## config.mk

```make
export PLATFORM = sky130hd
export DESIGN_NAME = ir_raw_capture_reencoder
export DESIGN_NICKNAME = d
export VERILOG_FILES = /design/src/rtl/ircr_pkg.sv /design/src/rtl/ircr_div.sv /design/src/rtl/ircr_capture.sv /design/src/rtl/ir_raw_capture_reencoder.sv
export SDC_FILE = /design/constraint.sdc
export NUM_CORES = 2
export LEC_CHECK = 0
export BUFFER_PORTS_ARGS = -buffer_cell sky130_fd_sc_hd__buf_2
export CAP_MARGIN = 10
export CORE_MARGIN = 2
export CORE_UTILIZATION = 45
export DETAILED_ROUTE_END_ITERATION = 8
export GPL_ROUTABILITY_DRIVEN = 0
export PLACE_DENSITY_LB_ADDON = 0.3
export RECOVER_POWER = 50
export SYNTH_ARGS = -nofsm -noshare
export SYNTH_HDL_FRONTEND = slang
export SYNTH_SLANG_ARGS = --single-unit
```

## constraint.sdc

```tcl
create_clock -name i_clk -period 8.5 [get_ports i_clk]
set_input_delay 2.55 -clock i_clk [delete_from_list [all_inputs] [get_ports i_clk]]
set_output_delay 2.55 -clock i_clk [all_outputs]
set_load 0.005 [all_outputs]
```

## src/rtl/ircr_pkg.sv

```systemverilog
package ircr_pkg;

    localparam int FREQ_W = 19;
    localparam int NUM_W  = 25;

    localparam logic [16:0] K_PULSE = 17'd78000;
    localparam logic [16:0] K_SPACE = 17'd80000;
    localparam logic [NUM_W-1:0] RAW_HDR_NUM    = 25'd2500000;
    localparam logic [NUM_W-1:0] PRONTO_HDR_NUM = 25'd4145146;

    // f / 100 as (f * ceil(2^26 / 100)) >> 26, exact for any 19-bit f
    localparam logic [19:0] TRAILER_RECIP = 20'd671089;
    localparam int          TRAILER_SHIFT = 26;

    localparam logic [7:0] BYTE_END     = 8'hff;
    localparam logic [7:0] BYTE_PARTIAL = 8'h80;

    localparam logic [1:0] PH_IDLE  = 2'd0;
    localparam logic [1:0] PH_GAP   = 2'd1;
    localparam logic [1:0] PH_PULSE = 2'd2;
    localparam logic [1:0] PH_SPACE = 2'd3;

    localparam logic [1:0] ST_CAPTURING = 2'd0;
    localparam logic [1:0] ST_COMPLETE  = 2'd1;
    localparam logic [1:0] ST_PARTIAL   = 2'd2;
    localparam logic [1:0] ST_OVERFLOW  = 2'd3;

    localparam logic [1:0] REG_FREQ   = 2'd0;
    localparam logic [1:0] REG_REPEAT = 2'd1;
    localparam logic [1:0] REG_FORMAT = 2'd2;
    localparam logic [1:0] REG_OPCODE = 2'd3;

    localparam logic FUNC_FEED  = 1'b0;
    localparam logic FMT_PRONTO = 1'b1;

    typedef struct packed {
        logic       func;
        logic [7:0] data_byte;
    } t_in;

    typedef struct packed {
        logic [7:0] out_byte;
        logic       last_byte;
        logic [1:0] capture_status;
        logic [8:0] edge_count;
    } t_out;

endpackage

```

## src/rtl/ircr_div.sv

```systemverilog
module ircr_div
    import ircr_pkg::*;
(
    input  logic              i_clk,
    input  logic              i_rst_n,
    input  logic              i_start,
    input  logic [NUM_W-1:0]  i_num,
    input  logic [FREQ_W-1:0] i_den,
    output logic              o_done,
    output logic [NUM_W-1:0]  o_quo
);
    localparam int CNT_W = $clog2(NUM_W + 1);

    logic              r_busy;
    logic              r_done;
    logic [CNT_W-1:0]  r_cnt;
    logic [NUM_W-1:0]  r_num;
    logic [FREQ_W-1:0] r_den;
    logic [FREQ_W-1:0] r_rem;
    logic [FREQ_W:0]   trial;
    logic              fits;

    assign trial = {r_rem, r_num[NUM_W-1]};
    assign fits  = trial >= {1'b0, r_den};

    always_ff @(posedge i_clk) begin
        if (!i_rst_n) begin
            r_busy <= 1'b0;
            r_done <= 1'b0;
        end else begin
            r_done <= 1'b0;
            if (i_start) begin
                r_busy <= 1'b1;
                r_cnt  <= CNT_W'(NUM_W);
                r_num  <= i_num;
                r_den  <= i_den;
                r_rem  <= '0;
            end else if (r_busy) begin
                // one quotient bit per cycle, shifted into the dividend register
                r_rem <= fits ? FREQ_W'(trial - {1'b0, r_den}) : trial[FREQ_W-1:0];
                r_num <= {r_num[NUM_W-2:0], fits};
                r_cnt <= r_cnt - 1'b1;
                if (r_cnt == CNT_W'(1)) begin
                    r_busy <= 1'b0;
                    r_done <= 1'b1;
                end
            end
        end
    end

    assign o_done = r_done;
    assign o_quo  = r_num;
endmodule

```

## src/rtl/ircr_capture.sv

```systemverilog
module ircr_capture
    import ircr_pkg::*;
#(
    parameter int MAX_PAIRS = 128
) (
    input  logic                           i_clk,
    input  logic                           i_rst_n,
    input  logic                           i_feed,
    input  logic [7:0]                     i_byte,
    input  logic                           i_rd_space,
    input  logic [$clog2(MAX_PAIRS)-1:0]   i_rd_idx,
    output logic [7:0]                     o_rd_data,
    output logic [1:0]                     o_status,
    output logic [15:0]                    o_gap,
    output logic [$clog2(MAX_PAIRS+1)-1:0] o_pulse_total,
    output logic [$clog2(MAX_PAIRS+1)-1:0] o_space_total
);
    localparam int IW = $clog2(MAX_PAIRS);
    localparam int CW = $clog2(MAX_PAIRS + 1);

    logic [7:0] pulse_mem [MAX_PAIRS];
    logic [7:0] space_mem [MAX_PAIRS];

    logic [1:0]    r_phase, n_phase;
    logic          r_half, n_half;
    logic [15:0]   r_gap, n_gap;
    logic [CW-1:0] r_pt, n_pt;
    logic [CW-1:0] r_st, n_st;
    logic [1:0]    r_status, n_status;
    logic          wr_pulse, wr_space;

    always_comb begin
        logic [1:0] ph;
        ph       = r_phase;
        n_phase  = r_phase;
        n_half   = r_half;
        n_gap    = r_gap;
        n_pt     = r_pt;
        n_st     = r_st;
        n_status = r_status;
        wr_pulse = 1'b0;
        wr_space = 1'b0;
        if (i_feed) begin
            if (ph == PH_IDLE) begin
                n_pt     = '0;
                n_st     = '0;
                n_status = ST_CAPTURING;
                ph       = PH_GAP;
            end
            unique case (ph)
                PH_GAP: begin
                    if (!r_half || r_phase == PH_IDLE) begin
                        n_gap   = {i_byte, 8'h00};
                        n_half  = 1'b1;
                        n_phase = PH_GAP;
                    end else begin
                        n_gap   = {r_gap[15:8], i_byte};
                        n_half  = 1'b0;
                        n_phase = PH_PULSE;
                    end
                end
                PH_PULSE: begin
                    if (r_pt < CW'(MAX_PAIRS)) begin
                        wr_pulse = 1'b1;
                        n_pt     = r_pt + 1'b1;
                    end else begin
                        n_status = ST_OVERFLOW;
                    end
                    n_phase = PH_SPACE;
                end
                PH_SPACE: begin
                    if (i_byte == BYTE_END || i_byte > BYTE_PARTIAL) begin
                        if (r_status != ST_OVERFLOW)
                            n_status = (i_byte == BYTE_END) ? ST_COMPLETE : ST_PARTIAL;
                        n_phase = PH_IDLE;
                    end else begin
                        if (r_st < CW'(MAX_PAIRS)) begin
                            wr_space = 1'b1;
                            n_st     = r_st + 1'b1;
                        end else begin
                            n_status = ST_OVERFLOW;
                        end
                        n_phase = PH_PULSE;
                    end
                end
                default: ;
            endcase
        end
    end

    always_ff @(posedge i_clk) begin
        if (!i_rst_n) begin
            r_phase  <= PH_IDLE;
            r_half   <= 1'b0;
            r_gap    <= '0;
            r_pt     <= '0;
            r_st     <= '0;
            r_status <= ST_CAPTURING;
        end else begin
            r_phase  <= n_phase;
            r_half   <= n_half;
            r_gap    <= n_gap;
            r_pt     <= n_pt;
            r_st     <= n_st;
            r_status <= n_status;
        end
    end

    always_ff @(posedge i_clk) begin
        if (wr_pulse)
            pulse_mem[r_pt[IW-1:0]] <= i_byte;
        if (wr_space)
            space_mem[r_st[IW-1:0]] <= i_byte;
        o_rd_data <= i_rd_space ? space_mem[i_rd_idx] : pulse_mem[i_rd_idx];
    end

    assign o_status      = r_status;
    assign o_gap         = r_gap;
    assign o_pulse_total = r_pt;
    assign o_space_total = r_st;
endmodule

```

## src/rtl/ir_raw_capture_reencoder.sv

```systemverilog
// IR capture re-encoder. A feed item (func 0) stores one capture byte and
// returns its result from the S_FDONE state after acceptance. A fetch item (func 1)
// rebuilds the formatted command from the stored tables on every call: one
// header division, then for each stored edge a table read, a multiply and a
// 25-step serial division, plus a reciprocal multiply for the trailer in
// pronto mode. busy stays high until the result is issued: o_valid rises in
// the same cycle that busy falls. The single serial divider is shared by
// the header and edge divisions. busy is high while an item is at work;
// each result appears on o_res for one cycle with o_valid and must be taken
// then, as the receiver cannot stall the block.
module ir_raw_capture_reencoder
    import ircr_pkg::*;
#(
    parameter int MAX_PAIRS = 128
) (
    input  logic              i_clk,
    input  logic              i_rst_n,
    input  logic              start,
    input  t_in               i_in,
    output logic              busy,
    output logic              o_valid,
    output t_out              o_res,
    input  logic              i_cfg_we,
    input  logic [1:0]        i_cfg_idx,
    input  logic [FREQ_W-1:0] i_cfg_data
);
    localparam int IW = $clog2(MAX_PAIRS);
    localparam int CW = $clog2(MAX_PAIRS + 1);
    localparam int EW = CW + 1;
    localparam int PW = $clog2(10 + 4 * MAX_PAIRS + 1);
    localparam int TRP_W = FREQ_W + 20;

    localparam logic [3:0] S_IDLE  = 4'd0;
    localparam logic [3:0] S_FDONE = 4'd1;
    localparam logic [3:0] S_HDIV  = 4'd2;
    localparam logic [3:0] S_HWAIT = 4'd3;
    localparam logic [3:0] S_ERD   = 4'd4;
    localparam logic [3:0] S_EMUL  = 4'd5;
    localparam logic [3:0] S_EDIV  = 4'd6;
    localparam logic [3:0] S_EWAIT = 4'd7;
    localparam logic [3:0] S_TDIV  = 4'd8;
    localparam logic [3:0] S_FIN   = 4'd10;

    logic [FREQ_W-1:0] r_freq;
    logic [7:0]        r_repeat;
    logic              r_format;
    logic [7:0]        r_opcode;

    logic [3:0]       r_state;
    logic             r_valid;
    t_out             r_res;
    logic [PW-1:0]    r_ptr;
    logic [PW-1:0]    r_pos;
    logic [EW-1:0]    r_j;
    logic [EW-1:0]    r_esc;
    logic [NUM_W-1:0] r_prod;
    logic [NUM_W-1:0] r_hv;
    logic [15:0]      r_tr;
    logic [7:0]       r_hit;

    logic              accept, feed;
    logic [FREQ_W-1:0] feff;
    logic [7:0]        rd_data;
    logic [1:0]        cap_status;
    logic [15:0]       gap;
    logic [CW-1:0]     pt, st;
    logic [EW-1:0]     edges;
    logic              div_start, div_done;
    logic [NUM_W-1:0]  div_num, div_quo;
    logic [FREQ_W-1:0] div_den;
    logic              is_pronto;
    logic [TRP_W-1:0]  tr_prod;

    assign accept    = start && !busy;
    assign feed      = accept && (i_in.func == FUNC_FEED);
    assign feff      = (r_freq == '0) ? FREQ_W'(1) : r_freq;
    assign edges     = EW'(pt) + EW'(st);
    assign is_pronto = (r_format == FMT_PRONTO);
    assign busy      = (r_state != S_IDLE);
    assign tr_prod   = TRP_W'(feff) * TRP_W'(TRAILER_RECIP);

    ircr_capture #(.MAX_PAIRS(MAX_PAIRS)) u_capture (
        .i_clk         (i_clk),
        .i_rst_n       (i_rst_n),
        .i_feed        (feed),
        .i_byte        (i_in.data_byte),
        .i_rd_space    (r_j[0]),
        .i_rd_idx      (r_j[IW:1]),
        .o_rd_data     (rd_data),
        .o_status      (cap_status),
        .o_gap         (gap),
        .o_pulse_total (pt),
        .o_space_total (st)
    );

    assign div_start = (r_state == S_HDIV) || (r_state == S_EDIV);
    assign div_den   = feff;
    always_comb begin
        div_num = r_prod;
        if (r_state == S_HDIV)
            div_num = is_pronto ? PRONTO_HDR_NUM : RAW_HDR_NUM;
    end

    ircr_div u_div (
        .i_clk   (i_clk),
        .i_rst_n (i_rst_n),
        .i_start (div_start),
        .i_num   (div_num),
        .i_den   (div_den),
        .o_done  (div_done),
        .o_quo   (div_quo)
    );

    // scaled duration, saturated per format
    logic [15:0]   tsat;
    logic          two_bytes;
    logic [PW-1:0] pos_next;
    always_comb begin
        if (is_pronto)
            tsat = (div_quo > NUM_W'(16'hffff)) ? 16'hffff : div_quo[15:0];
        else
            tsat = (div_quo > NUM_W'(16'h7fff)) ? 16'h7fff : div_quo[15:0];
        two_bytes = is_pronto || (tsat >= 16'h0080);
        pos_next  = r_pos + (two_bytes ? PW'(2) : PW'(1));
    end

    // final byte selection
    logic [PW-1:0] len, eff, hdr_len;
    logic [7:0]    fin_byte;
    logic [7:0]    xe;
    logic [15:0]   hv_word;
    always_comb begin
        len      = is_pronto ? r_pos + PW'(2) : r_pos;
        hdr_len  = is_pronto ? PW'(8) : PW'(7);
        eff      = (r_ptr >= len) ? '0 : r_ptr;
        xe       = 8'(edges + r_esc);
        hv_word  = (r_hv > NUM_W'(16'hffff)) ? 16'hffff : r_hv[15:0];
        fin_byte = r_hit;
        if (eff < hdr_len) begin
            if (is_pronto) begin
                case (eff[2:0])
                    3'd2:    fin_byte = hv_word[15:8];
                    3'd3:    fin_byte = hv_word[7:0];
                    3'd6:    fin_byte = 8'(pt >> 8);
                    3'd7:    fin_byte = 8'(pt);
                    default: fin_byte = 8'h00;
                endcase
            end else begin
                case (eff[2:0])
                    3'd0:    fin_byte = r_opcode;
                    3'd1:    fin_byte = xe + 8'd6;
                    3'd2:    fin_byte = (r_hv > NUM_W'(8'hff)) ? 8'hff : r_hv[7:0];
                    3'd3:    fin_byte = r_repeat;
                    3'd4:    fin_byte = gap[15:8];
                    3'd5:    fin_byte = gap[7:0];
                    default: fin_byte = xe;
                endcase
            end
        end else if (is_pronto && eff >= r_pos) begin
            fin_byte = (eff == r_pos) ? r_tr[15:8] : r_tr[7:0];
        end
    end

    always_ff @(posedge i_clk) begin
        if (!i_rst_n) begin
            r_freq   <= 19'd38461;
            r_repeat <= 8'd1;
            r_format <= 1'b0;
            r_opcode <= 8'd0;
        end else if (i_cfg_we) begin
            unique case (i_cfg_idx)
                REG_FREQ:   r_freq   <= i_cfg_data;
                REG_REPEAT: r_repeat <= i_cfg_data[7:0];
                REG_FORMAT: r_format <= i_cfg_data[0];
                REG_OPCODE: r_opcode <= i_cfg_data[7:0];
                default: ;
            endcase
        end
    end

    always_ff @(posedge i_clk) begin
        if (!i_rst_n) begin
            r_state <= S_IDLE;
            r_valid <= 1'b0;
            r_ptr   <= '0;
        end else begin
            r_valid <= 1'b0;
            unique case (r_state)
                S_IDLE: begin
                    if (accept) begin
                        if (feed) begin
                            r_ptr   <= '0;
                            r_state <= S_FDONE;
                        end else begin
                            r_state <= S_HDIV;
                        end
                    end
                end
                S_FDONE: begin
                    r_res   <= '{8'h00, 1'b0, cap_status, 9'(edges)};
                    r_valid <= 1'b1;
                    r_state <= S_IDLE;
                end
                S_HDIV: r_state <= S_HWAIT;
                S_HWAIT: begin
                    if (div_done) begin
                        r_hv    <= div_quo;
                        r_pos   <= is_pronto ? PW'(8) : PW'(7);
                        r_j     <= '0;
                        r_esc   <= '0;
                        r_hit   <= '0;
                        r_state <= S_ERD;
                    end
                end
                S_ERD: begin
                    // table read address follows r_j; data lands next cycle
                    if (r_j == edges)
                        r_state <= is_pronto ? S_TDIV : S_FIN;
                    else
                        r_state <= S_EMUL;
                end
                S_EMUL: begin
                    r_prod  <= NUM_W'((r_j[0] && !is_pronto) ? K_SPACE : K_PULSE)
                               * NUM_W'(rd_data);
                    r_state <= S_EDIV;
                end
                S_EDIV: r_state <= S_EWAIT;
                S_EWAIT: begin
                    if (div_done) begin
                        if (r_ptr == r_pos) begin
                            if (!two_bytes)
                                r_hit <= tsat[7:0];
                            else if (is_pronto)
                                r_hit <= tsat[15:8];
                            else
                                r_hit <= {1'b1, tsat[14:8]};
                        end else if (two_bytes && r_ptr == r_pos + PW'(1)) begin
                            r_hit <= tsat[7:0];
                        end
                        if (!is_pronto && two_bytes)
                            r_esc <= r_esc + 1'b1;
                        r_pos   <= pos_next;
                        r_j     <= r_j + 1'b1;
                        r_state <= S_ERD;
                    end
                end
                S_TDIV: begin
                    r_tr    <= 16'(tr_prod >> TRAILER_SHIFT);
                    r_state <= S_FIN;
                end
                S_FIN: begin
                    r_res   <= '{fin_byte, (eff + PW'(1) == len), cap_status, 9'(edges)};
                    r_ptr   <= (eff + PW'(1) == len) ? '0 : eff + PW'(1);
                    r_valid <= 1'b1;
                    r_state <= S_IDLE;
                end
                default: r_state <= S_IDLE;
            endcase
        end
    end

    assign o_valid = r_valid;
    assign o_res   = r_res;
endmodule

```

==> flow_summary.ini <==
[run_status]
status = finished with violations
violations = capacitance limit, slew limit

[power]
fin_total_pwr_mw = 24.66
leakagePower_nw = 38.59
powerDensity_mw_per_mm2 = 218.2
ir_worst_vdd_uv = 185.5

[yosys]
synth_edf_count = 2230
synth-main-ff-cell = edfxtp_1
synth_fp_nets = 6135
synthesis.area_mm2 = 0.1022
synth_top_family_by_area = multiplexers
async_flop_share = 0
synth_seq_cells = 2335
synth_compound_area_frac = 0.02529
synthTopCellsByArea = edfxtp_1 66%, mux4_2 15%, ha_1 3.7%
synth-xor-area-share = 0.01055
avgSynthCellArea_um2 = 18.07
synth-adder-area-share = 0.06535
syn_inst = 5655
yosys_warnings = 0
netlist.area_leader.share = 0.6555
synthMuxAreaShare = 0.1562
ys_seq_area_frac = 0.6761
synth_top_area_cell = edfxtp_1
synth_cell_type_count = 76
synth-simple-area-share = 0.04301

[global_routing]
grt_pass1_vias = 52420
globalRoute.busiestLayer = met2
grt_max_degree = 184
met1_usage = 0.3086
grt_pass1_wl_um = 357000
groute.usage.overall = 0.2083
antenna_found_initial = 11
use_met3 = 0.03558
grtUsageMet2 = 0.3262
grt-ovfl-total = 0

[floorplan]
die_h_um = 480.5
die_area_mm2 = 0.2309
core_area_mm2 = 0.2253
rows = 174
die_w_um = 480.5
initial_core_util = 0.4534
io_pins = 56

[sta]
fmax_mhz = 129.8
rsz0062_at_grt = no
fin_crit_sh = 0.9064
hold_viol = 0
slew_headroom = -2.099
finalSetupViolations = 0
finalClockSkew_ns = 0.06143
tns_ns = 0
max_slew.worst_pin.slew_ns = 4.648
slew_viol_final = 1268
period_needed_ns = 7.704

[route]
via_count = 52410
antenna_left = 0
post-route-drc-count = 0
wl_per_cell_um = 26.88
vias_per_cell = 5.868
drt_iter0_drc = 6078
wirelength_um = 240100
first_pass_iters = 6

[clocking]
cts_buffers = 219
clk_pin_slew_worst_paths_ns = 0.06
cts-resized-gates = 0
cts_setup_buffers = 0
clock_sinks = 2335
h-tree-depth = 4
cts_tree = built
clockBufferDepth = 3
clkLatencyLatePin_ns = 0.87
cts_root_buf = clkbuf_16
postCtsHoldBufs = 0

[worst_setup_path]
rr_worst_depth = 27
crit_path_max_fanout = 83
crit_path_top_delay_cell = clkbuf_1
path_class = primary input to flip-flop
cp-start-kind = primary input
crit_required_ns = 9.06
rr_startpoint = r_freq[1]
max_stage_delay_ns = 3.17
end_kind = flip-flop
reg2reg_slack_ns = 1.10
worstPathCellList = clkbuf_1 > clkbuf_2 > buf_4
arrival_ns = 8.27
r2r_end = r_tr[11]

[placed_design]
numPortBuffers = 55
dpl.hpwl_um = 151300

[cells_and_area]
layout-drive-gt1-share = 0.1952
fillers = 18070
area_growth_pct = 10.65
nNetsFinal = 6223
mostFrequentLayoutCells = 2230 x edfxtp_1, 680 x mux4_2, 445 x nor2_1
final_common_cell = edfxtp_1

[worst_hold_path]
hold_path.class = flip-flop to flip-flop
whs_path_depth = 0
hold_end = r_hv[1]
hold_path.startpoint = u_div.o_quo[1]

[run]
maxCapViolCount = 19
[where the power goes]
group	switching [mW]	internal [mW]	total [mW]
clock network	4.34	5.51	9.85
registers	0.0442	12.7	12.7
logic	1.28	0.789	2.07
total	5.66	19.0	24.7
[cell usage after synthesis, drive strengths merged, types with 4 or more instances]
library cell  count
nand3b           15
a2111oi           8
a22oi            13
and2             22
edfxtp         2230
o31ai             6
o31a              4
o41ai             4
mux2              8
clkbuf          196
ha              300
nor3             51
fa              146
xnor2            75
nor4             14
o311ai            4
or3b              5
nand4            22
nor3b             6
o21a             12
o221ai            8
a21boi           10
mux4            680
inv             336
and3             17
or3              24
nor2            446
o21ai           100
o211ai           17
xor2             48
nand2           223
a31oi            11
mux2i            55
a211oi           21
nor2b            28
dfxtp           105
or2              10
a211o             5
a21o             32
a21oi           122
buf              81
nand2b           12
nand3            77
o22ai             4
or4               5
[worst max path at each step]
| stage | startpoint | to | cells past startpoint |
|---|---|---|---|
| final | i_in[2] | u_capture.pulse_mem[0][2] | 3 |
| after global routing | i_in[2] | u_capture.pulse_mem[0][2] | 3 |
| after CTS | r_freq[1] | r_tr[11] | 27 |
| after detailed placement | r_freq[1] | r_tr[11] | 27 |
| after global placement | r_freq[1] | r_tr[11] | 27 |
| after floorplan | r_freq[18] | r_tr[11] | 27 |
[per-layer routing]
layer | vias up | wire (um)
met5 | - | 27
met2 | 1992 | 113400
met3 | 330 | 18050
li1 | 22410 | -
met1 | 27670 | 103900
met4 | 4 | 4691
[final cells by class]
class                      count  area, um^2  area share
tap                         2992        3744     0.03312
clock inverter               147        1480     0.01309
multi-input combinational   2705       30720      0.2717
sequential                  2335       69080      0.6111
antenna                        1       2.502  0.00002214
inverter                     338        1269     0.01122
clock buffer                 269        5792     0.05124
timing repair buffer         144       954.7    0.008445
[stage by stage]
stage,utilization,hold slack [ns],std cells,worst slack (ns),cell area [um^2]
2_1_floorplan,-,0.4243,5655,2.062,102200
3_3_place_gp,0.4703,0.4636,8513,1.153,106000
3_5_place_dp,0.4703,0.4636,8513,1.059,106000
4_1_cts,0.5025,0.4502,8929,1.011,113200
5_1_grt,0.5017,0.4772,8930,0.3650,113000
6_report,0.5017,0.4462,8931,0.7960,113000
[state kept, by name (all words and copies together), names as in the netlist, 16 cells and up, named ones only]
signal,cells
r_prod,21
r_freq,19
o_res,20
u_capture.o_gap,16
u_div.r_rem,19
u_capture.space_mem,1024
r_hv,25
u_div.o_quo,25
u_capture.pulse_mem,1024
u_div.r_den,19
[worst max-delay path, delay by kind of cell]
kind | cells | cell delay [ns]
buf+inv | 3 | 5.54
[cell families (layout without fill, tap and decap cells)]
kind of cell    after synthesis  in the layout
flops                      2335           2335
simple gates                985            985
mux                         743            743
buf+inv                     615            898
fa+ha+maj                   446            446
compound gates              408            408
xor+xnor                    123            123
other cells                   0              1
Note: power is estimated with default switching activity, not from simulation.
